--- src/rtl/ptz_pkg.sv ---
// Shared types, constants and rotation microcode for the point transform / depth plot unit.
package ptz_pkg;

  localparam int MAX_PIXELS      = 8192;
  localparam int DEPTH_FRAC_BITS = 24;
  localparam int Z_OFFSET        = 100;

  localparam int COEF_W    = 16;
  localparam int MAT_W     = 32;
  localparam int MAT_N     = 9;
  localparam int ACC_W     = 50;
  localparam int CW        = 49;
  localparam int NUM_W     = 58;
  localparam int DIV_W     = 48;
  localparam int FEED_W    = 32;
  localparam int Q_W       = 32;
  localparam int CNT_W     = 6;
  localparam int IDX_W     = 41;
  localparam int DEPTH_W   = 24;
  localparam int PIX_W     = 13;
  localparam int ZB_ADDR_W = 16;
  localparam int STEP_W    = 5;

  localparam logic [STEP_W-1:0]      UC_LAST    = STEP_W'(21);
  localparam logic [DEPTH_W-1:0]     DEPTH_SAT  = '1;
  // 2^(36+F) / z saturates for z up to 2^(12+F); that is also the first partial remainder
  localparam logic [CW-1:0]          DEP_LIM    = CW'(1) << (12 + DEPTH_FRAC_BITS);
  localparam logic [DIV_W-1:0]       DEP_REM0   = DIV_W'(1) << (12 + DEPTH_FRAC_BITS);
  localparam logic [CNT_W-1:0]       DEP_ITERS  = CNT_W'(DEPTH_W);
  localparam logic [CNT_W-1:0]       PRJ_ITERS  = CNT_W'(Q_W);
  localparam logic signed [COEF_W-1:0] Q14_ONE  = 16'sd16384;
  localparam logic signed [ACC_W-1:0]  RND_HALF = ACC_W'(8192);
  localparam logic signed [ACC_W-1:0]  Z_INIT   = ACC_W'(Z_OFFSET) <<< 36;

  localparam logic ACT_PLOT  = 1'b0;
  localparam logic ACT_CLEAR = 1'b1;

  typedef enum logic [2:0] {
    REG_SIN_A, REG_COS_A, REG_SIN_B, REG_COS_B,
    REG_SIN_C, REG_COS_C, REG_COLS, REG_ROWS
  } cfg_reg_t;

  typedef struct packed {
    logic              action;
    logic signed [15:0] point_x;
    logic signed [15:0] point_y;
    logic signed [15:0] point_z;
    logic [7:0]        texture;
    logic [12:0]       clear_index;
  } in_item_t;

  typedef struct packed {
    logic [PIX_W-1:0]   pixel_index;
    logic [7:0]         write_char;
    logic [DEPTH_W-1:0] depth;
    logic               written;
    logic               off_canvas;
  } out_item_t;

  typedef struct packed {
    logic signed [COEF_W-1:0] sin_a;
    logic signed [COEF_W-1:0] cos_a;
    logic signed [COEF_W-1:0] sin_b;
    logic signed [COEF_W-1:0] cos_b;
    logic signed [COEF_W-1:0] sin_c;
    logic signed [COEF_W-1:0] cos_c;
  } coef_t;

  typedef enum logic [3:0] {
    OP_SA, OP_CA, OP_SB, OP_CB, OP_SC, OP_CC, OP_ONE, OP_PX, OP_PY, OP_PZ
  } opsel_t;

  typedef enum logic [3:0] {
    D_R00, D_R01, D_R02, D_R10, D_R11, D_R12, D_R20, D_R21, D_R22, D_X, D_Y, D_Z
  } dst_t;

  typedef struct packed {
    logic       use_r;
    logic [3:0] rsel;
    opsel_t     a;
    opsel_t     b;
    opsel_t     c;
    logic       neg;
    logic       first;
    logic       last;
    dst_t       dst;
  } ucode_t;

  typedef enum logic [1:0] {PH_IDLE, PH_M1, PH_M2, PH_AC} rot_phase_t;

  typedef struct packed {
    logic              start;
    logic [DIV_W-1:0]  rem;
    logic [FEED_W-1:0] feed;
    logic [DIV_W-1:0]  divisor;
    logic [CNT_W-1:0]  count;
  } div_req_t;

  typedef struct packed {
    logic                 rd;
    logic                 wr;
    logic [ZB_ADDR_W-1:0] addr;
    logic [DEPTH_W-1:0]   data;
  } zb_req_t;

  typedef enum logic [3:0] {
    ST_INIT, ST_IDLE, ST_ROT, ST_ZCHK, ST_DEP, ST_PRE, ST_SUM, ST_ABS,
    ST_DIV, ST_IDX1, ST_IDX2, ST_IDX3, ST_RD, ST_DONE
  } ptz_state_t;

  function automatic ucode_t mat_op(opsel_t a, opsel_t b, opsel_t c, logic neg,
                                    logic first, logic last, dst_t dst);
    ucode_t u;
    u.use_r = 1'b0;
    u.rsel  = '0;
    u.a     = a;
    u.b     = b;
    u.c     = c;
    u.neg   = neg;
    u.first = first;
    u.last  = last;
    u.dst   = dst;
    return u;
  endfunction

  function automatic ucode_t crd_op(logic [3:0] rsel, opsel_t c, logic first, logic last,
                                    dst_t dst);
    ucode_t u;
    u.use_r = 1'b1;
    u.rsel  = rsel;
    u.a     = OP_ONE;
    u.b     = OP_ONE;
    u.c     = c;
    u.neg   = 1'b0;
    u.first = first;
    u.last  = last;
    u.dst   = dst;
    return u;
  endfunction

  // matrix entries as sums of triple products in Q42, then the nine coordinate products
  function automatic ucode_t ucode(logic [STEP_W-1:0] step);
    ucode_t u;
    unique case (step)
      5'd0:  u = mat_op(OP_CB, OP_CC, OP_ONE, 1'b0, 1'b1, 1'b1, D_R00);
      5'd1:  u = mat_op(OP_SA, OP_SB, OP_CC,  1'b0, 1'b1, 1'b0, D_R01);
      5'd2:  u = mat_op(OP_CA, OP_SC, OP_ONE, 1'b0, 1'b0, 1'b1, D_R01);
      5'd3:  u = mat_op(OP_SA, OP_SC, OP_ONE, 1'b0, 1'b1, 1'b0, D_R02);
      5'd4:  u = mat_op(OP_CA, OP_SB, OP_CC,  1'b1, 1'b0, 1'b1, D_R02);
      5'd5:  u = mat_op(OP_CB, OP_SC, OP_ONE, 1'b1, 1'b1, 1'b1, D_R10);
      5'd6:  u = mat_op(OP_CA, OP_CC, OP_ONE, 1'b0, 1'b1, 1'b0, D_R11);
      5'd7:  u = mat_op(OP_SA, OP_SB, OP_SC,  1'b1, 1'b0, 1'b1, D_R11);
      5'd8:  u = mat_op(OP_SA, OP_CC, OP_ONE, 1'b0, 1'b1, 1'b0, D_R12);
      5'd9:  u = mat_op(OP_CA, OP_SB, OP_SC,  1'b0, 1'b0, 1'b1, D_R12);
      5'd10: u = mat_op(OP_SB, OP_ONE, OP_ONE, 1'b0, 1'b1, 1'b1, D_R20);
      5'd11: u = mat_op(OP_SA, OP_CB, OP_ONE, 1'b1, 1'b1, 1'b1, D_R21);
      5'd12: u = mat_op(OP_CA, OP_CB, OP_ONE, 1'b0, 1'b1, 1'b1, D_R22);
      5'd13: u = crd_op(4'd0, OP_PX, 1'b1, 1'b0, D_X);
      5'd14: u = crd_op(4'd1, OP_PY, 1'b0, 1'b0, D_X);
      5'd15: u = crd_op(4'd2, OP_PZ, 1'b0, 1'b1, D_X);
      5'd16: u = crd_op(4'd3, OP_PX, 1'b1, 1'b0, D_Y);
      5'd17: u = crd_op(4'd4, OP_PY, 1'b0, 1'b0, D_Y);
      5'd18: u = crd_op(4'd5, OP_PZ, 1'b0, 1'b1, D_Y);
      5'd19: u = crd_op(4'd6, OP_PX, 1'b1, 1'b0, D_Z);
      5'd20: u = crd_op(4'd7, OP_PY, 1'b0, 1'b0, D_Z);
      5'd21: u = crd_op(4'd8, OP_PZ, 1'b0, 1'b1, D_Z);
      default: u = crd_op(4'd8, OP_PZ, 1'b0, 1'b1, D_Z);
    endcase
    return u;
  endfunction

endpackage

--- src/rtl/ptz_rotator.sv ---
// Microcoded multiply-accumulate unit: rotation matrix from the angle terms, then rotated point.
module ptz_rotator (
  input  logic                         clk,
  input  logic                         rst_n,
  input  logic                         start,
  input  ptz_pkg::coef_t               coef,
  input  logic signed [15:0]           px,
  input  logic signed [15:0]           py,
  input  logic signed [15:0]           pz,
  output logic                         done,
  output logic signed [ptz_pkg::CW-1:0] x_out,
  output logic signed [ptz_pkg::CW-1:0] y_out,
  output logic signed [ptz_pkg::CW-1:0] z_out
);

  ptz_pkg::rot_phase_t phase_r, phase_nxt;
  logic [ptz_pkg::STEP_W-1:0] step_r, step_nxt;
  logic signed [ptz_pkg::MAT_W-1:0] p_r, p_nxt;
  logic signed [47:0] m_r, m_nxt;
  logic signed [ptz_pkg::ACC_W-1:0] acc_r, acc_nxt, acc_sum, acc_base, m_ext, rnd;
  logic signed [ptz_pkg::MAT_W-1:0] mat_r [0:ptz_pkg::MAT_N-1];
  logic signed [ptz_pkg::CW-1:0] x_r, y_r, z_r;
  logic done_r, done_nxt;
  ptz_pkg::ucode_t uc;
  logic signed [15:0] a_v, b_v, c_v;
  logic signed [ptz_pkg::MAT_W-1:0] prod_ab;

  function automatic logic signed [15:0] opval(ptz_pkg::opsel_t sel, ptz_pkg::coef_t cf,
                                               logic signed [15:0] vx,
                                               logic signed [15:0] vy,
                                               logic signed [15:0] vz);
    logic signed [15:0] v;
    unique case (sel)
      ptz_pkg::OP_SA:  v = cf.sin_a;
      ptz_pkg::OP_CA:  v = cf.cos_a;
      ptz_pkg::OP_SB:  v = cf.sin_b;
      ptz_pkg::OP_CB:  v = cf.cos_b;
      ptz_pkg::OP_SC:  v = cf.sin_c;
      ptz_pkg::OP_CC:  v = cf.cos_c;
      ptz_pkg::OP_PX:  v = vx;
      ptz_pkg::OP_PY:  v = vy;
      ptz_pkg::OP_PZ:  v = vz;
      default:         v = ptz_pkg::Q14_ONE;
    endcase
    return v;
  endfunction

  always_comb begin
    uc      = ptz_pkg::ucode(step_r);
    a_v     = opval(uc.a, coef, px, py, pz);
    b_v     = opval(uc.b, coef, px, py, pz);
    c_v     = opval(uc.c, coef, px, py, pz);
    prod_ab = a_v * b_v;
    m_ext   = ptz_pkg::ACC_W'(m_r);
    if (uc.dst == ptz_pkg::D_Z) begin
      acc_base = ptz_pkg::Z_INIT;
    end else if (uc.dst == ptz_pkg::D_X || uc.dst == ptz_pkg::D_Y) begin
      acc_base = '0;
    end else begin
      acc_base = ptz_pkg::RND_HALF;
    end
    if (!uc.first) begin
      acc_base = acc_r;
    end
    acc_sum = uc.neg ? acc_base - m_ext : acc_base + m_ext;
    rnd     = acc_sum >>> 14;
  end

  always_comb begin
    phase_nxt = phase_r;
    step_nxt  = step_r;
    p_nxt     = p_r;
    m_nxt     = m_r;
    acc_nxt   = acc_r;
    done_nxt  = 1'b0;
    unique case (phase_r)
      ptz_pkg::PH_IDLE: begin
        if (start) begin
          phase_nxt = ptz_pkg::PH_M1;
          step_nxt  = '0;
        end
      end
      ptz_pkg::PH_M1: begin
        p_nxt     = uc.use_r ? mat_r[uc.rsel] : prod_ab;
        phase_nxt = ptz_pkg::PH_M2;
      end
      ptz_pkg::PH_M2: begin
        m_nxt     = p_r * c_v;
        phase_nxt = ptz_pkg::PH_AC;
      end
      ptz_pkg::PH_AC: begin
        acc_nxt = acc_sum;
        if (step_r == ptz_pkg::UC_LAST) begin
          phase_nxt = ptz_pkg::PH_IDLE;
          done_nxt  = 1'b1;
        end else begin
          step_nxt  = step_r + 1'b1;
          phase_nxt = ptz_pkg::PH_M1;
        end
      end
    endcase
  end

  always_ff @(posedge clk) begin
    if (!rst_n) begin
      phase_r <= ptz_pkg::PH_IDLE;
      step_r  <= '0;
      done_r  <= 1'b0;
    end else begin
      phase_r <= phase_nxt;
      step_r  <= step_nxt;
      done_r  <= done_nxt;
    end
    p_r   <= p_nxt;
    m_r   <= m_nxt;
    acc_r <= acc_nxt;
    if (phase_r == ptz_pkg::PH_AC && uc.last) begin
      unique case (uc.dst)
        ptz_pkg::D_X: x_r <= acc_sum[ptz_pkg::CW-1:0];
        ptz_pkg::D_Y: y_r <= acc_sum[ptz_pkg::CW-1:0];
        ptz_pkg::D_Z: z_r <= acc_sum[ptz_pkg::CW-1:0];
        default:      mat_r[4'(uc.dst)] <= rnd[ptz_pkg::MAT_W-1:0];
      endcase
    end
  end

  assign done  = done_r;
  assign x_out = x_r;
  assign y_out = y_r;
  assign z_out = z_r;

endmodule

--- config.mk ---
export PLATFORM = sky130hd
export DESIGN_NAME = ptz_rotator
export DESIGN_NICKNAME = d
export VERILOG_FILES = /design/src/rtl/ptz_pkg.sv /design/src/rtl/ptz_rotator.sv
export SDC_FILE = /design/constraint.sdc
export NUM_CORES = 2
export LEC_CHECK = 0
export BUFFER_PORTS_ARGS = -buffer_cell sky130_fd_sc_hd__buf_4
export CAP_MARGIN = 5
export CORE_MARGIN = 1.5
export CORE_UTILIZATION = 65
export CTS_CLUSTER_DIAMETER = 40
export DETAILED_ROUTE_END_ITERATION = 8
export PLACE_DENSITY = 0.81
export SYNTH_ARGS = -nofsm -noshare
export SYNTH_HDL_FRONTEND = slang
export SYNTH_SLANG_ARGS = --single-unit
--- constraint.sdc ---
create_clock -name clk -period 14.4 [get_ports clk]
set_clock_uncertainty 0.05 [all_clocks]
set_input_delay 0.72 -clock clk [delete_from_list [all_inputs] [get_ports clk]]
set_output_delay 0.72 -clock clk [all_outputs]
set_load 0.01 [all_outputs]
== After elaboration in Yosys (flattened, before gate mapping) ==
Memories as Yosys holds them, arrays and structs flattened. A register that Yosys moved wholly into a read port is not among the register bits.
Cells that the tools add are included.
Widths: inputs -> output; s select.
Word-level totals
  register bits: 285
  RAM bits: 288
  ROM bits: 704
  input bits: 147
  output and inout port bits: 148
  logic and storage cells: 82
  memories kept: 2
Operators by class
  add/subtract/negate cells: 3
  multiply operators: 2
  eq/ne operators: 33
  multiplexer cells: 20
  reduce and logical (&&, ||, !) cells: 13
Memory list
  (name not given): depth 32, width 22, rd ports 1, clocked after memory_dff 1, write ports 0, RTL line ptz_pkg.sv:144  | unique case (step)
  mat_r: depth 9, width 32, rd ports 1, clocked after memory_dff 0, write ports 1, RTL line ptz_rotator.sv:21  | logic signed [ptz_pkg::MAT_W-1:0] mat_r [0:ptz_pkg::MAT_N-1];
Operator list (number)
  $pmux 16 s9: 3
  $mux 50: 2
  $add 50x48->50: 1
  $sub 50x48->50: 1
  $mul 32x16->48: 1
  $mux 43: 1
  $eq 4x3->1 const B: 9
  $eq 4x4->1 const B: 9
  $mul 16x16->32: 1
  $mux 32: 1
  $eq 4x2->1 const B: 6
  $mux 5: 4
  $mux 14: 1
  $eq 4x1->1 const B: 3
  $logic_not 4->1: 3
  $pmux 5 s2: 1
  $pmux 2 s4: 1
  $reduce_and 2->1: 4
  $add 5x1->5 const B: 1
  $eq 5x5->1 const B: 1
  $mux 1: 5
  $eq 2x2->1 const B: 2
  $ne 2x2->1 const B: 2
  $reduce_and 3->1: 1
  other kinds (7): 7

== Depth between registers and ports, before layout ==
  depth in word-level cells: 7
  mapped depth: 33
  mapped depth without buffers: 31

== Worst setup path after synthesis ==
Ideal clock, no wire load.
  path kind: register to register
  start point: register, netlist name uc[15]
  end point: register p_r[31] (netlist bit), data pin
  setup time: 0.256 ns
  arrival: 7.419 ns
  path slack: 6.675 ns
  stages on the path, launching flop included: 29
  path through: dfxtp_1 -> buf_2 -> buf_1 -> clkbuf_1 -> a22o_1 -> nand2_1 -> nand2_1 -> clkbuf_1 -> nand2_1 -> fa_1 -> inv_1 -> fa_1 -> inv_1 -> fa_1 -> fa_1 -> inv_1 -> fa_1 -> fa_1 -> ha_1 -> a21o_1 -> a21o_1 -> a21oi_1 -> o21ai_0 -> a32oi_1 -> a31oi_1 -> o211ai_1 -> a21boi_0 -> or3_1 -> a31o_2
Between the ends
  word-level cells in the longest chain between the ends: 4
  elaborated cells between the ends (all ways): 12
Ends and longest elaborated chain
  $eq 4x4->1 (tied with other cells): RTL line ptz_rotator.sv:33  | unique case (sel)
  $pmux 16 s9 *: RTL line ptz_rotator.sv:33
  $mul 16x16->32 *: RTL line ptz_rotator.sv:53  | prod_ab = a_v * b_v;
  $mux 32 *: RTL line ptz_rotator.sv:84  | p_nxt = uc.use_r ? mat_r[uc.rsel] : prod_ab;
  to (signal assigned): RTL line ptz_rotator.sv:114  | p_r <= p_nxt;
  to (decl): RTL line ptz_rotator.sv:18  | logic signed [ptz_pkg::MAT_W-1:0] p_r, p_nxt;
Every way passes the cells marked *; elsewhere a longest branch is shown, timed or not.
A chain may end at the register's enable or synchronous reset.

== Worst setup path after layout ==
  start point: register, netlist name uc[8]
  end point: register m_r[44], data pin
Between the ends
  word-level cells in the longest chain between the ends: 3
  elaborated cells between the ends (all ways): 11
Ends and longest elaborated chain
  $eq 4x4->1 (tied with other cells): RTL line ptz_rotator.sv:33
  $pmux 16 s9 *: RTL line ptz_rotator.sv:33
  $mul 32x16->48 *: RTL line ptz_rotator.sv:88  | m_nxt = p_r * c_v;
  to (signal assigned): RTL line ptz_rotator.sv:115  | m_r <= m_nxt;
  to (decl): RTL line ptz_rotator.sv:19  | logic signed [47:0] m_r, m_nxt;
Marks and branches as above.

==> results_dict.tcl <==
set metrics [dict create \
    clk_transition_reported_paths_ns 0.06 \
    worst-setup-path-type "register to register" \
    cp_top_family "adder cells" \
    dr.pass1.iters 7 \
    rsz0062_at_grt "no" \
    ys_seq_area_share_pct 32.0 \
    grt_pass1_wl_um 235000 \
    min_path_cells 3 \
    drc 0 \
    min_path_type "input port to register" \
    fmax_ghz 0.112 \
    place.gp.congestion 0.989 \
    cts_resized 0 \
    cp_slowest_cell "nor2_1" \
    syn_inst 5032 \
    clock_tree.buffer_depth 3 \
    yosysMostFrequentCell "inv_1" \
    ys_ff_latch 593 \
    path_max_fanout 32 \
    overflow 0 \
    drt_iter0_markers 4001 \
    dominantRegCellSynth "edfxtp_1" \
    drive_gt1_share_pct 12.7 \
    cts_tree "done" \
    period_share_pct 62.1 \
    wirelength_um 148000 \
    synthTopCellsByCount "inv_1 (869), fa_1 (750), nand2_1 (593), edfxtp_1 (564), nor2_1 (276)" \
    synth_top_area_share_pct 30.9 \
    worstHoldStart "rst_n" \
    syn_area_um2 54700 \
    synth.area.top_cells "edfxtp_1 (31%), fa_1 (27%), inv_1 (6.0%), ha_1 (5.9%), nand2_1 (4.1%)" \
    cp.arrival_ns 9.28 \
    rrSetupSlack_ns 5.45 \
    cts.sinks 593 \
    async_flop_share_pct 0 \
    slew-limit-headroom_pct 10.7 \
    critPathMostFrequentCell "fa_1" \
    ys_types 93 \
    first_global_vias 41000 \
    tightest_slew_ns 1.33 \
    area_growth_pct 10.9 \
    grt_max_degree 65 \
    clkLatencyLatePin_ns 0.65 \
    cp-end-kind "register" \
    avgSynthCellArea_um2 10.9 \
    cp-start-kind "register" \
    post-cts-setup-buffers 0 \
    fp.dieW_um 293 \
    cap_violations 0 \
    crit_cells 25 \
    period_needed_ns 8.95 \
    vias 39100 \
    port_buffers 294 \
    rows 106 \
    num-fill-cells 5613 \
    finalSetupViolCount 0 \
    hold_viol_final 0 \
    cts_buffers 73 \
    synth_edf_count 564 \
    outcome "finished clean" \
    r2r-start "uc[8]" \
    ios 295 \
    cp_num_buf_inv 3 \
    slew_viol_final 0 \
    nets 6438 \
    reg2reg_depth 25 \
    grt_use_total_pct 35.7 \
    start_util_pct 65.5 \
    cts_max_level 3 \
    tns_ns 0 \
    clock-root-buffer "clkbuf_16" \
    die-area_um2 86000 \
    routedWlPerCell_um 23.1 \
    yosys_warnings 0 \
    antenna_found_initial 2 \
    dp_hpwl_um 107000 \
    required_ns 14.74 \
    synth_top_area_cell "edfxtp_1" \
    cpPeakStageDelay_ns 0.95 \
    via_per_inst 6.10 \
    startpoint "uc[8]" \
    ant_nets 0 \
    die_h_um 293 \
    core_area_um2 83600 \
    mappedNetlistNets 6188 \
    cts_hold_buf 0 \
]
==> flip-flops by register name (all words and copies together) (netlist names) <==
name and flops:
mat_r 288, acc_r 49, x_out 49, y_out 49, z_out 49, m_r 48
p_r 32, uc 21, step_r 5, phase_r 2, done 1
==> through the flow <==
step / instances / hold slack, ns / setup WS (ns) / util, % / cell area (um^2)
2_1_floorplan: 5032 / 0.443 / 6.67 / - / 54700
3_3_place_gp: 6287 / 0.467 / 5.73 / 69.7 / 58300
3_5_place_dp: 6287 / 0.505 / 5.66 / 69.7 / 58300
4_1_cts: 6420 / 0.316 / 5.66 / 72.7 / 60700
5_1_grt: 6420 / 0.354 / 5.11 / 72.7 / 60700
6_report: 6421 / 0.333 / 5.45 / 72.7 / 60700
==> placed cells by master, fill, tap and decap left out, types with 67 or more instances in the layout <==
cell         n
a21o_1      75
mux2i_1     67
nor2_1     267
and2_1     175
ha_1       257
nor2b_1    120
buf_4      375
fa_1       750
a21oi_1    163
xnor2_1    135
clkbuf_16   73
o21ai_0    149
nand2_1    593
mux4_2      83
inv_1      869
edfxtp_1   564
==> cell families after synthesis <==
| family | synth area share [%] |
|---|---|
| xor gates and xnor gates | 2.93 |
| AOI/OAI and AO/OA | 7.53 |
| muxes | 5.15 |
| adders and majority gates | 33.3 |
| DFF | 32.0 |
| and+or+nand+nor | 11.6 |
| buffers and inverters | 7.41 |
==> worst paths after layout <==
kind | to
setup / recovery | m_r[44]
hold / removal | phase_r[0]
setup reg to reg | m_r[44]
hold reg to reg | phase_r[0]
==> metal layers <==
layer / GRT usage, % / part of all wire [%] / wire (um) / up-vias
met3: 8.82 / 11 / 16400 / 372
met2: 56.4 / 47 / 69600 / 2262
met1: 48.9 / 38 / 57000 / 19600
li1: - / - / - / 16900
met4: 11.9 / 3.5 / 5210 / 2
met5: 0 / 0.0081 / 12 / -
==> cell type report <==
class,count,area [um^2],area share (%)
multi-input combinational,3369,33300,54.9
sequential,593,17500,28.9
clock inverter,54,584,0.962
inverter,870,3270,5.38
timing repair buffer,375,2820,4.64
tap,1080,1350,2.23
antenna,1,2.50,0.00412
clock buffer,79,1860,3.06
==> worst register-to-register path, stage by stage (launching register included) <==
cell and delay, ns:
dfxtp_1 0.64, nand2_1 0.14, nor2_1 0.95, a221oi_1 0.28, nand3_2 0.65, nand2_1 0.21
fa_1 0.50, fa_1 0.59, fa_1 0.47, fa_1 0.54, inv_1 0.05, fa_1 0.49
inv_1 0.06, fa_1 0.50, inv_1 0.05, ha_1 0.34, a2111oi_0 0.41, a22oi_1 0.12
a21oi_1 0.37, o21ai_2 0.14, a32oi_2 0.26, o31ai_1 0.15, o31ai_1 0.38, o31ai_1 0.13
a21oi_1 0.20, xnor2_1 0.08
Power is left out: the tool's default activity adds up to more than one toggle a clock period on the data nets, which glitch-free logic cannot reach.
