`config.mk`:
```
export PLATFORM = sky130hd
export DESIGN_NAME = ptz_divider
export DESIGN_NICKNAME = d
export VERILOG_FILES = /design/src/rtl/ptz_pkg.sv /design/src/rtl/ptz_divider.sv
export SDC_FILE = /design/constraint.sdc
export NUM_CORES = 1
export LEC_CHECK = 0
export BUFFER_PORTS_ARGS = -buffer_cell sky130_fd_sc_hd__buf_4
export CORE_ASPECT_RATIO = 0.6
export CORE_MARGIN = 10
export CORE_UTILIZATION = 45
export DETAILED_ROUTE_END_ITERATION = 8
export PLACE_DENSITY = 0.78
export SLEW_MARGIN = 10
export SYNTH_ARGS = -nofsm -noshare
export SYNTH_HDL_FRONTEND = slang
export SYNTH_SLANG_ARGS = --single-unit
export TNS_END_PERCENT = 50
```
`constraint.sdc`:
```
create_clock -name clk -period 3.2 [get_ports clk]
set_input_delay 0.64 -clock clk [delete_from_list [all_inputs] [get_ports clk]]
set_output_delay 0.64 -clock clk [all_outputs]
set_load 0.01 [all_outputs]
```
`src/rtl/ptz_pkg.sv`:
```
// Shared types, constants and rotation microcode for the point transform / depth plot unit.
package ptz_pkg;

  localparam int MAX_PIXELS      = 8192;
  localparam int DEPTH_FRAC_BITS = 24;
  localparam int Z_OFFSET        = 100;

  localparam int COEF_W    = 16;
  localparam int MAT_W     = 32;
  localparam int MAT_N     = 9;
  localparam int ACC_W     = 50;
  localparam int CW        = 49;
  localparam int NUM_W     = 58;
  localparam int DIV_W     = 48;
  localparam int FEED_W    = 32;
  localparam int Q_W       = 32;
  localparam int CNT_W     = 6;
  localparam int IDX_W     = 41;
  localparam int DEPTH_W   = 24;
  localparam int PIX_W     = 13;
  localparam int ZB_ADDR_W = 16;
  localparam int STEP_W    = 5;

  localparam logic [STEP_W-1:0]      UC_LAST    = STEP_W'(21);
  localparam logic [DEPTH_W-1:0]     DEPTH_SAT  = '1;
  // 2^(36+F) / z saturates for z up to 2^(12+F); that is also the first partial remainder
  localparam logic [CW-1:0]          DEP_LIM    = CW'(1) << (12 + DEPTH_FRAC_BITS);
  localparam logic [DIV_W-1:0]       DEP_REM0   = DIV_W'(1) << (12 + DEPTH_FRAC_BITS);
  localparam logic [CNT_W-1:0]       DEP_ITERS  = CNT_W'(DEPTH_W);
  localparam logic [CNT_W-1:0]       PRJ_ITERS  = CNT_W'(Q_W);
  localparam logic signed [COEF_W-1:0] Q14_ONE  = 16'sd16384;
  localparam logic signed [ACC_W-1:0]  RND_HALF = ACC_W'(8192);
  localparam logic signed [ACC_W-1:0]  Z_INIT   = ACC_W'(Z_OFFSET) <<< 36;

  localparam logic ACT_PLOT  = 1'b0;
  localparam logic ACT_CLEAR = 1'b1;

  typedef enum logic [2:0] {
    REG_SIN_A, REG_COS_A, REG_SIN_B, REG_COS_B,
    REG_SIN_C, REG_COS_C, REG_COLS, REG_ROWS
  } cfg_reg_t;

  typedef struct packed {
    logic              action;
    logic signed [15:0] point_x;
    logic signed [15:0] point_y;
    logic signed [15:0] point_z;
    logic [7:0]        texture;
    logic [12:0]       clear_index;
  } in_item_t;

  typedef struct packed {
    logic [PIX_W-1:0]   pixel_index;
    logic [7:0]         write_char;
    logic [DEPTH_W-1:0] depth;
    logic               written;
    logic               off_canvas;
  } out_item_t;

  typedef struct packed {
    logic signed [COEF_W-1:0] sin_a;
    logic signed [COEF_W-1:0] cos_a;
    logic signed [COEF_W-1:0] sin_b;
    logic signed [COEF_W-1:0] cos_b;
    logic signed [COEF_W-1:0] sin_c;
    logic signed [COEF_W-1:0] cos_c;
  } coef_t;

  typedef enum logic [3:0] {
    OP_SA, OP_CA, OP_SB, OP_CB, OP_SC, OP_CC, OP_ONE, OP_PX, OP_PY, OP_PZ
  } opsel_t;

  typedef enum logic [3:0] {
    D_R00, D_R01, D_R02, D_R10, D_R11, D_R12, D_R20, D_R21, D_R22, D_X, D_Y, D_Z
  } dst_t;

  typedef struct packed {
    logic       use_r;
    logic [3:0] rsel;
    opsel_t     a;
    opsel_t     b;
    opsel_t     c;
    logic       neg;
    logic       first;
    logic       last;
    dst_t       dst;
  } ucode_t;

  typedef enum logic [1:0] {PH_IDLE, PH_M1, PH_M2, PH_AC} rot_phase_t;

  typedef struct packed {
    logic              start;
    logic [DIV_W-1:0]  rem;
    logic [FEED_W-1:0] feed;
    logic [DIV_W-1:0]  divisor;
    logic [CNT_W-1:0]  count;
  } div_req_t;

  typedef struct packed {
    logic                 rd;
    logic                 wr;
    logic [ZB_ADDR_W-1:0] addr;
    logic [DEPTH_W-1:0]   data;
  } zb_req_t;

  typedef enum logic [3:0] {
    ST_INIT, ST_IDLE, ST_ROT, ST_ZCHK, ST_DEP, ST_PRE, ST_SUM, ST_ABS,
    ST_DIV, ST_IDX1, ST_IDX2, ST_IDX3, ST_RD, ST_DONE
  } ptz_state_t;

  function automatic ucode_t mat_op(opsel_t a, opsel_t b, opsel_t c, logic neg,
                                    logic first, logic last, dst_t dst);
    ucode_t u;
    u.use_r = 1'b0;
    u.rsel  = '0;
    u.a     = a;
    u.b     = b;
    u.c     = c;
    u.neg   = neg;
    u.first = first;
    u.last  = last;
    u.dst   = dst;
    return u;
  endfunction

  function automatic ucode_t crd_op(logic [3:0] rsel, opsel_t c, logic first, logic last,
                                    dst_t dst);
    ucode_t u;
    u.use_r = 1'b1;
    u.rsel  = rsel;
    u.a     = OP_ONE;
    u.b     = OP_ONE;
    u.c     = c;
    u.neg   = 1'b0;
    u.first = first;
    u.last  = last;
    u.dst   = dst;
    return u;
  endfunction

  // matrix entries as sums of triple products in Q42, then the nine coordinate products
  function automatic ucode_t ucode(logic [STEP_W-1:0] step);
    ucode_t u;
    unique case (step)
      5'd0:  u = mat_op(OP_CB, OP_CC, OP_ONE, 1'b0, 1'b1, 1'b1, D_R00);
      5'd1:  u = mat_op(OP_SA, OP_SB, OP_CC,  1'b0, 1'b1, 1'b0, D_R01);
      5'd2:  u = mat_op(OP_CA, OP_SC, OP_ONE, 1'b0, 1'b0, 1'b1, D_R01);
      5'd3:  u = mat_op(OP_SA, OP_SC, OP_ONE, 1'b0, 1'b1, 1'b0, D_R02);
      5'd4:  u = mat_op(OP_CA, OP_SB, OP_CC,  1'b1, 1'b0, 1'b1, D_R02);
      5'd5:  u = mat_op(OP_CB, OP_SC, OP_ONE, 1'b1, 1'b1, 1'b1, D_R10);
      5'd6:  u = mat_op(OP_CA, OP_CC, OP_ONE, 1'b0, 1'b1, 1'b0, D_R11);
      5'd7:  u = mat_op(OP_SA, OP_SB, OP_SC,  1'b1, 1'b0, 1'b1, D_R11);
      5'd8:  u = mat_op(OP_SA, OP_CC, OP_ONE, 1'b0, 1'b1, 1'b0, D_R12);
      5'd9:  u = mat_op(OP_CA, OP_SB, OP_SC,  1'b0, 1'b0, 1'b1, D_R12);
      5'd10: u = mat_op(OP_SB, OP_ONE, OP_ONE, 1'b0, 1'b1, 1'b1, D_R20);
      5'd11: u = mat_op(OP_SA, OP_CB, OP_ONE, 1'b1, 1'b1, 1'b1, D_R21);
      5'd12: u = mat_op(OP_CA, OP_CB, OP_ONE, 1'b0, 1'b1, 1'b1, D_R22);
      5'd13: u = crd_op(4'd0, OP_PX, 1'b1, 1'b0, D_X);
      5'd14: u = crd_op(4'd1, OP_PY, 1'b0, 1'b0, D_X);
      5'd15: u = crd_op(4'd2, OP_PZ, 1'b0, 1'b1, D_X);
      5'd16: u = crd_op(4'd3, OP_PX, 1'b1, 1'b0, D_Y);
      5'd17: u = crd_op(4'd4, OP_PY, 1'b0, 1'b0, D_Y);
      5'd18: u = crd_op(4'd5, OP_PZ, 1'b0, 1'b1, D_Y);
      5'd19: u = crd_op(4'd6, OP_PX, 1'b1, 1'b0, D_Z);
      5'd20: u = crd_op(4'd7, OP_PY, 1'b0, 1'b0, D_Z);
      5'd21: u = crd_op(4'd8, OP_PZ, 1'b0, 1'b1, D_Z);
      default: u = crd_op(4'd8, OP_PZ, 1'b0, 1'b1, D_Z);
    endcase
    return u;
  endfunction

endpackage

```
`src/rtl/ptz_divider.sv`:
```
// Restoring divider, one quotient bit per cycle, fed with numerator bits MSB first.
module ptz_divider (
  input  logic                     clk,
  input  logic                     rst_n,
  input  ptz_pkg::div_req_t        req,
  output logic                     done,
  output logic [ptz_pkg::Q_W-1:0]  quo
);

  logic busy_r, busy_nxt, done_r, done_nxt;
  logic [ptz_pkg::CNT_W-1:0]  cnt_r, cnt_nxt;
  logic [ptz_pkg::DIV_W-1:0]  rem_r, rem_nxt, den_r, den_nxt;
  logic [ptz_pkg::FEED_W-1:0] feed_r, feed_nxt;
  logic [ptz_pkg::Q_W-1:0]    quo_r, quo_nxt;
  logic [ptz_pkg::DIV_W:0]    rem2, diff;
  logic                       ge;

  always_comb begin
    rem2     = {rem_r, feed_r[ptz_pkg::FEED_W-1]};
    diff     = rem2 - {1'b0, den_r};
    ge       = rem2 >= {1'b0, den_r};
    busy_nxt = busy_r;
    done_nxt = 1'b0;
    cnt_nxt  = cnt_r;
    rem_nxt  = rem_r;
    den_nxt  = den_r;
    feed_nxt = feed_r;
    quo_nxt  = quo_r;
    if (req.start) begin
      busy_nxt = 1'b1;
      cnt_nxt  = req.count;
      rem_nxt  = req.rem;
      den_nxt  = req.divisor;
      feed_nxt = req.feed;
      quo_nxt  = '0;
    end else if (busy_r) begin
      rem_nxt  = ge ? diff[ptz_pkg::DIV_W-1:0] : rem2[ptz_pkg::DIV_W-1:0];
      quo_nxt  = {quo_r[ptz_pkg::Q_W-2:0], ge};
      feed_nxt = {feed_r[ptz_pkg::FEED_W-2:0], 1'b0};
      cnt_nxt  = cnt_r - 1'b1;
      if (cnt_r == ptz_pkg::CNT_W'(1)) begin
        busy_nxt = 1'b0;
        done_nxt = 1'b1;
      end
    end
  end

  always_ff @(posedge clk) begin
    if (!rst_n) begin
      busy_r <= 1'b0;
      done_r <= 1'b0;
    end else begin
      busy_r <= busy_nxt;
      done_r <= done_nxt;
    end
    cnt_r  <= cnt_nxt;
    rem_r  <= rem_nxt;
    den_r  <= den_nxt;
    feed_r <= feed_nxt;
    quo_r  <= quo_nxt;
  end

  assign done = done_r;
  assign quo  = quo_r;

endmodule

```
* Word-level counts from Yosys, hierarchy flattened
Cells that the tools add are included.
** Word-level totals
- Output and inout port bits :: 33
- Logic and storage cells :: 26
- Register bits :: 168
- Bits in read-only memories :: 0
- Memories kept :: 0
- Latch bits :: 0
- Input port bits :: 137
- RAM bits :: 0
** Operators by class
- Bitwise gates (word level) :: 2
- Reductions and logical operators :: 2
- $mul :: 0
- Div/mod/pow operators :: 0
- Multiplexer cells :: 11
- Add/subtract/negate cells :: 2
- Shifts and indexed selects :: 0
- Magnitude comparators :: 1
- Eq/ne operators :: 1
** Operators by type and width (count)
- $mux W48 :: 3
- $mux W32 :: 2
- $ge A49 B48 Y1 :: 1
- $sub A48 B48 Y48 :: 1
- $mux W6 :: 2
- $eq A6 B1 Y1 const B :: 1
- $sub A6 B1 Y6 const B :: 1
- $mux W1 :: 4
- $reduce_or A3 Y1 :: 1
- $not A1 Y1 :: 2
- $reduce_bool A2 Y1 :: 1

* Longest topological paths before layout
Gate-level depths: netlist (run 1).
- Word-level depth :: 4
- Mapped depth :: 14
- Mapped depth without buffers :: 13

* Least setup slack after synthesis (run 1)
OpenSTA, ideal clock, no wires.
- Path kind :: reg2reg
- Start :: reg feed_r[31] (netlist bit)
- End :: reg rem_r[38] (netlist bit) (data pin)
- Library setup time :: 0.261 ns
- Path slack :: 0.054 ns
- Clock period less this slack :: 3.146 ns
- Buffers on the path :: 0
- Cell stages (with the launch flop) :: 14
- Data arrival time :: 2.885 ns
- Required time :: 2.939 ns
- Path through :: edfxtp_1 inv_1 ha_1 inv_1 fa_1 a21o_1 a22oi_1 a22oi_1 a31o_2 a2111o_1 and2_1 a31oi_1 xnor2_1 a221o_1
** Between the ends
- Cells in the longest elaborated chain, start to end :: 4
- Elaborated cells on any way between the ends :: 5
- Those cells by class :: add/sub: 1; order compare: 1; mux: 3
** Ends and longest elaborated chain
- from (decl) :: line ptz_divider.sv:13 : logic [ptz_pkg::FEED_W-1:0] feed_r, feed_nxt;
- from (signal assigned) :: line ptz_divider.sv:59 : feed_r <= feed_nxt;
- $sub A48 B48 Y48 or $ge A49 B48 Y1 (tied branches) :: line ptz_divider.sv:20, ptz_divider.sv:21
- $mux W48 * :: line ptz_divider.sv:37 : rem_nxt = ge ? diff[ptz_pkg::DIV_W-1:0] : rem2[ptz_pkg::DIV_W-1:0];
- $mux W48 * :: line ptz_divider.sv:36 : end else if (busy_r) begin
- $mux W48 * :: line ptz_divider.sv:29 : if (req.start) begin
- via rem_nxt, one bit :: line ptz_divider.sv:12 : logic [ptz_pkg::DIV_W-1:0] rem_r, rem_nxt, den_r, den_nxt;
- to (signal assigned) :: line ptz_divider.sv:57 : rem_r <= rem_nxt;
- to (decl) :: line ptz_divider.sv:12
Mark *: on every way through the listed nets, which the timed path passes. The rest lies on a longest branch. The select of a mux whose other input is x is not followed.
A chain may end at the register's enable or synchronous reset.

* Final worst setup path (run 1)
- Start :: reg feed_r[31] (netlist bit)
- End :: reg rem_r[42] (netlist bit) (data pin)
The elaborated chain is that of the path after synthesis.

==> results by stage, run 1 <==
Synth:
- The number of different library cells in the post-synthesis netlist is 62.
- The net count after synthesis is 1136.
- The number of instances in the synthesized netlist is 948.
- The post-synthesis average cell area is 10.30 um2.
- In this run, synthesis inferred 134 flip-flops with an integrated enable.
- In this run the cell area of the synthesized design comes to 9767 um2.
- The primary flip-flop cell chosen by synthesis mapping is sky130_fd_sc_hd__edfxtp_1.
- Sequential elements use 48.17% of the synthesized area.
- The number of synthesis warnings is 0.
- Of all flip-flops after synthesis, the portion carrying an async set or reset was 0%.
- The number of storage elements in the synthesis netlist is 168.

Routing:
- The detailed router placed 8027 vias in this run.
- The detail route stage leaves a number of antenna-violating nets equal to 0.
- In the routed layout, each cell is associated on average with a via count of 5.446.
- In the final routed layout, each cell accounts on average for 18.77 um.
- In the routed design, unresolved DRC markers number 0.
- After the first detailed-routing iteration, the DRC count stood at 608.
- The number of detailed-routing iterations run before antenna repair is 5.
- The total wirelength of the detailed-routed design is 27670 um.

Timing:
- The highest clock rate is 313.2 MHz.
- Subtracting the final worst setup slack from the clock period gives 3.193 ns.
- The hold violation count in the final report is 0.
- The relative slew slack is 53.20%.
- Setup repair after global routing could not meet its margin everywhere.
- At the pin with the least slew margin, the transition time is 0.7020 ns.
- The number of slew-limit violations in the final report came to 0.
- The fraction of the cycle the final worst path needs is 99.78%.
- The final worst clock skew is 0.01778 ns.
- The post-layout worst setup margin is 0.007142 ns.
- The number of setup violations in the final report is 0.

Finish:
- The area growth from synthesis to layout is 32.76%.
- For this run, the post-layout net count is 1369.
- The register area is 4706 um2.
- The area occupied by multi-input gates is 4937 um2.
- The post-route netlist has 34.59% of its cells at a drive strength greater than 1.
- The number of standard cells in the layout, taps in and fillers out is 1474.
- The number of filler instances in the final layout is 1782.

Power and ir drop:
- The switching power total is 3.522 mW.
- The portion of total power attributed to sequential cells is 31.3%.
- The internal power of the cells is 5.969 mW.
- Net switching is 37.11% of the power.
- Across the VDD grid, the largest voltage drop is 0.0004333 V.
- The clock network power share is 22.0%.
- Combinational logic is responsible for 46.8% of the overall power.
- The leakage component of the power is 5.512 nW.
- The sum of internal, switching and leakage power is 9.491 mW.
- For this design the ratio of total power to cell area is 732.0 nW/um2.

Clock tree:
- The clock transition at the registers of the reported paths is 0.09 ns.
- The clock tree root buffer cell is sky130_fd_sc_hd__clkbuf_16.
- The number of buffers created by CTS is 17.
- The worst-case clock buffer depth is 2.
- The number of clock sinks is 168.
- The clock latency of the later-clocked register in the worst-skew pair is 0.45 ns.
- CTS built an H-tree with a depth of 4.
- In this run, post-CTS hold repair placed 0 buffers.
- TritonCTS built the clock tree.

Floorplan:
- The horizontal die dimension is 210.2 um.
- The number of placement rows is 41.
- Once the floorplan was initialized, standard cells occupied 46.10% of the core.
- The total I/O pin count is 170.
- The overall die area is 28190 um2.
- The core box area is 21190 um2.
- From bottom edge to top edge, the die measures 134.1 um.

Worst setup path:
- Along the worst path, the maximum fanout reaches 3.
- On the critical path, the stage with the largest delay is an instance of sky130_fd_sc_hd__a2111o_1.
- Together, buffers and inverters on the worst path number 3.
- At the worst endpoint, the required time is 3.47 ns.
- The top cell family by delay on the critical path is compound AO/OA/AOI/OAI gates.
- The cell that appears most often on the critical path is sky130_fd_sc_hd__a22oi_2.
- The largest stage delay on the critical path is 0.40 ns.
- STA classifies the critical path startpoint as a register.
- The endpoint kind of the worst setup timing path is a register.
- At the worst endpoint, the arrival time is 3.46 ns.
- Walking the worst path, the cells encountered are inv_1, ha_2, inv_2, fa_2, a21o_1, a22oi_2, a22oi_2, a31o_2, a2111o_1, a31oi_2, buf_4, o21bai_1, and4b_1, nor4_1.
- By startpoint and endpoint, the worst setup path is classified as reg2reg.

GRT:
- Global routing consumed, over all layers together, 19.23% of the routing resources.
- The first global-routing pass estimated 43360 um of wire.
- The final global-route overflow total is 0.
- The via count of the first global-routing pass is 8004.
- The number of antenna violations at the first check in global routing came to 1.
- The pin count of the biggest net entering global routing is 82.

Place:
- After legalization and detailed placement, the total HPWL measured 20390 um.
- The quantity of I/O buffers inserted on ports is 169.
- The pre-CTS setup slack is -0.3042 ns.
- The congestion estimate from routability-driven global placement came to 0.9132.
- The number of cells in the design after placement is 1430.

Run:
- The number of max-cap violations is 0.

Run status:
- The run finished with clean final reports.

Hold path:
- The path type of the worst min-delay path is in2reg.
==> path summary, 6_finish.rpt <==
| path | start | end | slack [ns] | cells past startpoint |
|---|---|---|---|---|
| worst max register to register | feed_r[31] | rem_r[42] | 0.007 | 14 |
| worst max-delay path | feed_r[31] | rem_r[42] | 0.007 | 14 |
| worst min-delay path | req[20] | den_r[14] | 0.36 | 1 |
| worst min register to register | quo[31] | quo[31] | 0.51 | 2 |
==> area by class of cell <==
class | instances | area share, %
Multi-Input combinational cell | 651 | 38.08
Sequential cell | 168 | 36.29
Timing Repair Buffer | 267 | 16.19
Clock buffer | 18 | 3.387
Tap cell | 279 | 2.692
Inverter | 76 | 2.200
Clock inverter | 14 | 1.139
Antenna cell | 1 | 0.01930
==> power by group through the flow <==
stage	registers, mW	logic (mW)	clock network, mW
final	2.97	4.44	2.09
after global routing	3.00	4.83	2.21
after CTS	2.95	4.08	2.14
after detailed placement	2.98	3.94	0
after global placement	2.97	3.89	0
after floorplan	2.93	2.54	0
==> worst reg2reg max path: stages, from the launching register on <==
cell	delay (ns)
sky130_fd_sc_hd__edfxtp_1	0.38
sky130_fd_sc_hd__inv_1	0.07
sky130_fd_sc_hd__ha_2	0.19
sky130_fd_sc_hd__inv_2	0.04
sky130_fd_sc_hd__fa_2	0.34
sky130_fd_sc_hd__a21o_1	0.22
sky130_fd_sc_hd__a22oi_2	0.16
sky130_fd_sc_hd__a22oi_2	0.11
sky130_fd_sc_hd__a31o_2	0.26
sky130_fd_sc_hd__a2111o_1	0.40
sky130_fd_sc_hd__a31oi_2	0.17
sky130_fd_sc_hd__buf_4	0.16
sky130_fd_sc_hd__o21bai_1	0.07
sky130_fd_sc_hd__and4b_1	0.21
sky130_fd_sc_hd__nor4_1	0.25
==> Yosys cell counts, types with 9 or more instances <==
master / number / share of area (%)
sky130_fd_sc_hd__a21o_1: 27 / 2.1
sky130_fd_sc_hd__xor2_1: 16 / 1.4
sky130_fd_sc_hd__edfxtp_1: 134 / 41
sky130_fd_sc_hd__o21bai_1: 11 / 0.85
sky130_fd_sc_hd__nor2_1: 80 / 3.1
sky130_fd_sc_hd__a21oi_1: 88 / 4.5
sky130_fd_sc_hd__mux2_2: 49 / 5.6
sky130_fd_sc_hd__xnor2_1: 24 / 2.2
sky130_fd_sc_hd__nor4_1: 9 / 0.58
sky130_fd_sc_hd__nor2b_1: 12 / 0.77
sky130_fd_sc_hd__nand2_1: 53 / 2.0
sky130_fd_sc_hd__clkbuf_1: 34 / 1.3
sky130_fd_sc_hd__dfxtp_1: 34 / 7.0
sky130_fd_sc_hd__mux2i_1: 34 / 3.5
sky130_fd_sc_hd__nand4_1: 16 / 1.0
sky130_fd_sc_hd__buf_1: 9 / 0.35
sky130_fd_sc_hd__inv_1: 76 / 2.9
sky130_fd_sc_hd__buf_2: 10 / 0.51
sky130_fd_sc_hd__nor3_1: 18 / 0.92
sky130_fd_sc_hd__a211oi_1: 18 / 1.4
sky130_fd_sc_hd__ha_1: 50 / 6.4
sky130_fd_sc_hd__o21ai_0: 45 / 2.3
==> state kept, by name (all words and copies together) (netlist names) <==
name    cells
feed_r     32
done        1
cnt_r       6
busy_r      1
rem_r      48
quo        32
den_r      48
==> layout by cell type, fill, tap and decap left out, types with 4 or more instances in the layout <==
cell type / instances
sky130_fd_sc_hd__clkbuf_16: 17
sky130_fd_sc_hd__nor2_1: 79
sky130_fd_sc_hd__a31oi_1: 4
sky130_fd_sc_hd__nor2b_1: 12
sky130_fd_sc_hd__nand2_1: 51
sky130_fd_sc_hd__ha_1: 35
sky130_fd_sc_hd__a21o_1: 27
sky130_fd_sc_hd__nor3b_1: 6
sky130_fd_sc_hd__edfxtp_1: 134
sky130_fd_sc_hd__dfxtp_1: 33
sky130_fd_sc_hd__and2_1: 5
sky130_fd_sc_hd__nand3_1: 8
sky130_fd_sc_hd__buf_12: 7
sky130_fd_sc_hd__and3_1: 7
sky130_fd_sc_hd__nand4_1: 16
sky130_fd_sc_hd__ha_2: 6
sky130_fd_sc_hd__ha_4: 9
sky130_fd_sc_hd__a221o_1: 8
sky130_fd_sc_hd__a21oi_1: 78
sky130_fd_sc_hd__a21oi_2: 9
sky130_fd_sc_hd__xnor2_1: 24
sky130_fd_sc_hd__o21bai_1: 11
sky130_fd_sc_hd__nor4_1: 7
sky130_fd_sc_hd__buf_4: 258
sky130_fd_sc_hd__nor3_1: 17
sky130_fd_sc_hd__o21ai_1: 6
sky130_fd_sc_hd__mux2_2: 49
sky130_fd_sc_hd__xor2_1: 16
sky130_fd_sc_hd__inv_8: 6
sky130_fd_sc_hd__o21ai_0: 39
sky130_fd_sc_hd__inv_1: 75
sky130_fd_sc_hd__a211oi_1: 14
sky130_fd_sc_hd__a211oi_2: 4
sky130_fd_sc_hd__mux2i_1: 34
==> stage by stage <==
stage | TNS, ns | instance area (um2) | utilization [%] | hold slack, ns
after floorplan | 0 | 9767 | - | 0.5163
after global placement | -1.313 | 11930 | 56.32 | 0.4778
after detailed placement | -2.396 | 11930 | 56.32 | 0.4925
after CTS | -0.008543 | 12660 | 59.77 | 0.3413
after global routing | -0.7129 | 12960 | 61.19 | 0.3372
final | 0 | 12970 | 61.20 | 0.3579
==> layer usage <==
metal | part of all wire (%) | vias to the layer above | track usage [%] | wire, um
met5 | 0 | - | 0 | 0
met4 | 0.66 | 0 | 4.087 | 182
met3 | 10 | 15 | 8.118 | 2828
met2 | 41 | 290 | 26.60 | 11280
met1 | 48 | 3797 | 27.06 | 13380
li1 | - | 3925 | - | -
==> what timing repair did <==
| item | in CTS | in global routing |
|---|---|---|
| gates resized for setup | 20 | 57 |
| pin swaps | 8 | 23 |
| buffers inserted | 3 | 9 |
| endpoints found under the setup margin | 23 | 45 |
| hold endpoints to repair | 0 | 0 |
==> kinds of logic (layout without fill, tap and decap cells) <==
family                   count (synthesis)  after routing  synth area share, %
AO/OA/AOI/OAI                          237            237                15.24
XOR/XNOR                                40             40                3.587
adder cells (fa/ha/maj)                 51             51                6.610
buffers and inverters                  129            375                5.086
flip-flops                             168            168                48.17
multiplexers                            83             83                9.134
other                                    0              1                    0
AND/OR/NAND/NOR                        240            240                12.17
(Power assumes the default switching activity.)
==> inputs of run 2 (changes only) <==
--- a/config.mk
+++ b/config.mk
@@ -6,8 +6,9 @@
 export NUM_CORES = 1
 export LEC_CHECK = 0
 export BUFFER_PORTS_ARGS = -buffer_cell sky130_fd_sc_hd__buf_4
-export CORE_ASPECT_RATIO = 0.6
-export CORE_MARGIN = 10
+export CAP_MARGIN = 15
+export CORE_ASPECT_RATIO = 0.75
+export CORE_MARGIN = 2
 export CORE_UTILIZATION = 45
 export DETAILED_ROUTE_END_ITERATION = 8
 export PLACE_DENSITY = 0.78
==> results by stage, run 2 (same netlist as run 1, synthesis figures left out) <==
Timing:
- Setup repair after global routing could not meet its margin everywhere.
- The transition time at the pin with the least slew margin is 0.6553 ns.
- The final worst clock skew is 0.01573 ns.
- The hold violation count in the final report came to 0.
- The number of setup violations in the final report is 1.
- Measured against its own limit, the worst slew margin works out to 56.31%.
- The time the final worst path needs with I/O delays and setup is 3.243 ns.
- The tightest hold path in the finished design has a slack of 0.3646 ns.
- The highest clock rate is 308.4 MHz.
- After layout, the worst setup slack is -0.04275 ns.
- Of the available clock period, the critical path in the final layout requires 101.3%.
- The number of slew-limit violations in the final report is 0.

Power and ir drop:
- The worst-case IR drop observed on VDD is 0.0004576 V.
- The switching power share of the total is 36.64%.
- The combinational fraction of design power is 47.5%.
- Internal power comes to 5.976 mW.
- Summed over all cells, the static leakage comes to 5.557 nW.
- The clock network power share is 21.1%.
- Registers are responsible for 31.4% of the overall power.
- Dividing total power by cell area gives a power density of 724.7 nW/um2.
- Overall power consumption after layout is estimated at 9.432 mW.
- The switching power total is 3.456 mW.

GRT:
- The via count of the first global-routing pass is 8122.
- Entering global routing, the biggest net connects 76 pins.
- The number of antenna violations at the first check in global routing is 0.
- The busiest layer in global routing is met2.
- For met3 alone, demand over resource in global routing was 8.767%.
- The total overflow left after global routing is 0.
- The global-route usage over all layers is 22.40%.
- The first global-routing pass estimated 40880 um of wire.
- The met2 usage is 33.64%.
- The met1 demand-to-capacity share in global routing is 30.25%.

Clock tree:
- The later pin in the worst-skew pair is clocked with a latency of 0.45 ns.
- The number of clock sinks is 168.
- Clock-pin slew was measured on the worst setup and hold paths at 0.08 ns.
- The clock tree root buffer cell is sky130_fd_sc_hd__clkbuf_16.
- In this run the number of H-tree levels came out at 4.
- The worst-case clock buffer depth is 2.
- The number of buffers created by CTS is 17.
- The quantity of hold-fixing buffers added after cts is 0.
- The TritonCTS clock tree is built.

Finish:
- The number of antenna diodes in the final layout is 0.
- The area growth from synthesis to layout is 33.26%.
- The design area is 13020 um2.
- The area occupied by multi-input gates is 4981 um2.
- The layout has 1754 filler cells.
- The number of nets in the layout is 1371.
- Once layout is complete, the utilization of the core stands at 61.28%.
- In the final layout, the registers with the most flip-flops are den_r (48), rem_r (48).
- The register area is 4706 um2.
- The most frequent standard cell in the layout excluding fill and tap cells is sky130_fd_sc_hd__buf_4.
- The top cell types in the final layout, fill and taps aside, are sky130_fd_sc_hd__buf_4, sky130_fd_sc_hd__edfxtp_1, sky130_fd_sc_hd__a21oi_1.
- The post-route netlist has 34.95% of its cells at a drive strength greater than 1.

Routing:
- The number of detailed-routing iterations run before antenna repair is 5.
- The number of nets with antenna violations after detailed routing is 0.
- In this run, the number of DRC markers left after iteration 0 of detailed routing was 619.
- The total wirelength of the detailed-routed design is 26220 um.
- The detailed-route vias per instance is 5.524.
- Across all layers, the routed design uses 8197 vias.
- After detailed routing, the number of remaining DRC violations is 0.
- The wire length per cell after detailed routing is 17.67 um.

Run status:
- The run finished, with violations left.
- The checks that failed: setup timing.

Worst setup path:
- The critical path is of the reg2reg type.
- In this design, the largest share of critical-path delay is due to simple AND/OR/NAND/NOR gates.
- In this run the worst path has a maximum fanout of 8.
- The worst setup path is captured at a register.
- The required time at the worst-slack endpoint is 3.40 ns.
- The most prevalent standard cell on the critical path is sky130_fd_sc_hd__or3_4.
- Counting both buffers and inverters, the worst setup path holds a total of 1.
- The cell at the slowest stage of the critical path is sky130_fd_sc_hd__or4b_1.
- Data arrives at the worst endpoint at 3.44 ns.
- The critical path goes through ha_1, nand4_1, or2_1, or3_4, or3_4, o221a_4, buf_12, or4b_1, and3_1.
- The type of origin of the critical path is a register.
- For this run, the slowest stage of the critical path takes 0.49 ns.

Place:
- The quantity of I/O buffers inserted on ports is 169.
- The final HPWL from detailed placement is 18380 um.
- The pre-CTS setup slack is -0.1260 ns.
- The final weighted congestion in routability-driven placement is 0.9031.
- Once placement finished, the instance area stood at 11950 um2.

Floorplan:
- The core box area is 21240 um2.
- The horizontal die dimension is 174.1 um.
- In this run the core area contains 46 standard-cell rows.
- The die span in y is 131.6 um.
- During I/O placement, the number of pins put on the boundary was 170.
- The overall die area is 22910 um2.
- The initial standard-cell utilization of the core is 45.99%.

Hold path:
- In this run the worst hold path is classified as in2reg.

Run:
- The number of max-cap violations is 0.
-- run 2: layer usage --
layer	vias to the layer above	wire (um)
met4	0	435
met5	-	0
met2	338	11380
met3	42	2766
li1	3926	-
met1	3891	11630
-- run 2: area by class of cell --
| cell class | instances | area share [%] |
|---|---|---|
| Multi-Input combinational cell | 651 | 38.27 |
| Sequential cell | 168 | 36.16 |
| Timing Repair Buffer | 269 | 16.37 |
| Clock buffer | 22 | 3.567 |
| Tap cell | 288 | 2.769 |
| Inverter | 76 | 2.192 |
| Clock inverter | 10 | 0.6729 |
-- run 2: worst register-to-register path, stage by stage (launching register included) --
cell	delay, ns
sky130_fd_sc_hd__edfxtp_1	0.44
sky130_fd_sc_hd__ha_1	0.32
sky130_fd_sc_hd__nand4_1	0.10
sky130_fd_sc_hd__or2_1	0.27
sky130_fd_sc_hd__or3_4	0.36
sky130_fd_sc_hd__or3_4	0.40
sky130_fd_sc_hd__o221a_4	0.28
sky130_fd_sc_hd__buf_12	0.15
sky130_fd_sc_hd__or4b_1	0.50
sky130_fd_sc_hd__and3_1	0.17
-- run 2: repair_timing --
action / CTS / global route
pin swaps: 9 / 25
endpoints found under the setup margin: 28 / 37
endpoints found under the hold margin: 0 / 0
cloned: 1 / 0
resized for setup: 20 / 64
buffers inserted: 3 / 5
-- run 2: power by group through the flow --
stage	Clock, mW	Combinational [mW]	Sequential (mW)
after floorplan	0	2.54	2.93
after global placement	0	3.79	2.96
after detailed placement	0	3.89	2.98
after CTS	2.02	4.06	2.94
after global routing	2.11	4.84	3.00
final	1.99	4.48	2.96
-- run 2: through the flow --
stage / TNS, ns / cells
2_1_floorplan: 0 / 948
3_3_place_gp: -0.2383 / 1443
3_5_place_dp: -1.162 / 1443
4_1_cts: -0.03051 / 1479
5_1_grt: -1.025 / 1484
6_report: -0.04275 / 1484
-- run 2: path summary, 6_finish.rpt --
path | depth (start not counted) | endpoint | slack, ns | from
worst max register to register | 9 | rem_r[24] | -0.04 | rem_r[42]
worst min-delay path | 1 | den_r[10] | 0.36 | req[16]
worst max-delay path | 9 | rem_r[24] | -0.04 | rem_r[42]
worst min register to register | 2 | quo[0] | 0.52 | quo[0]
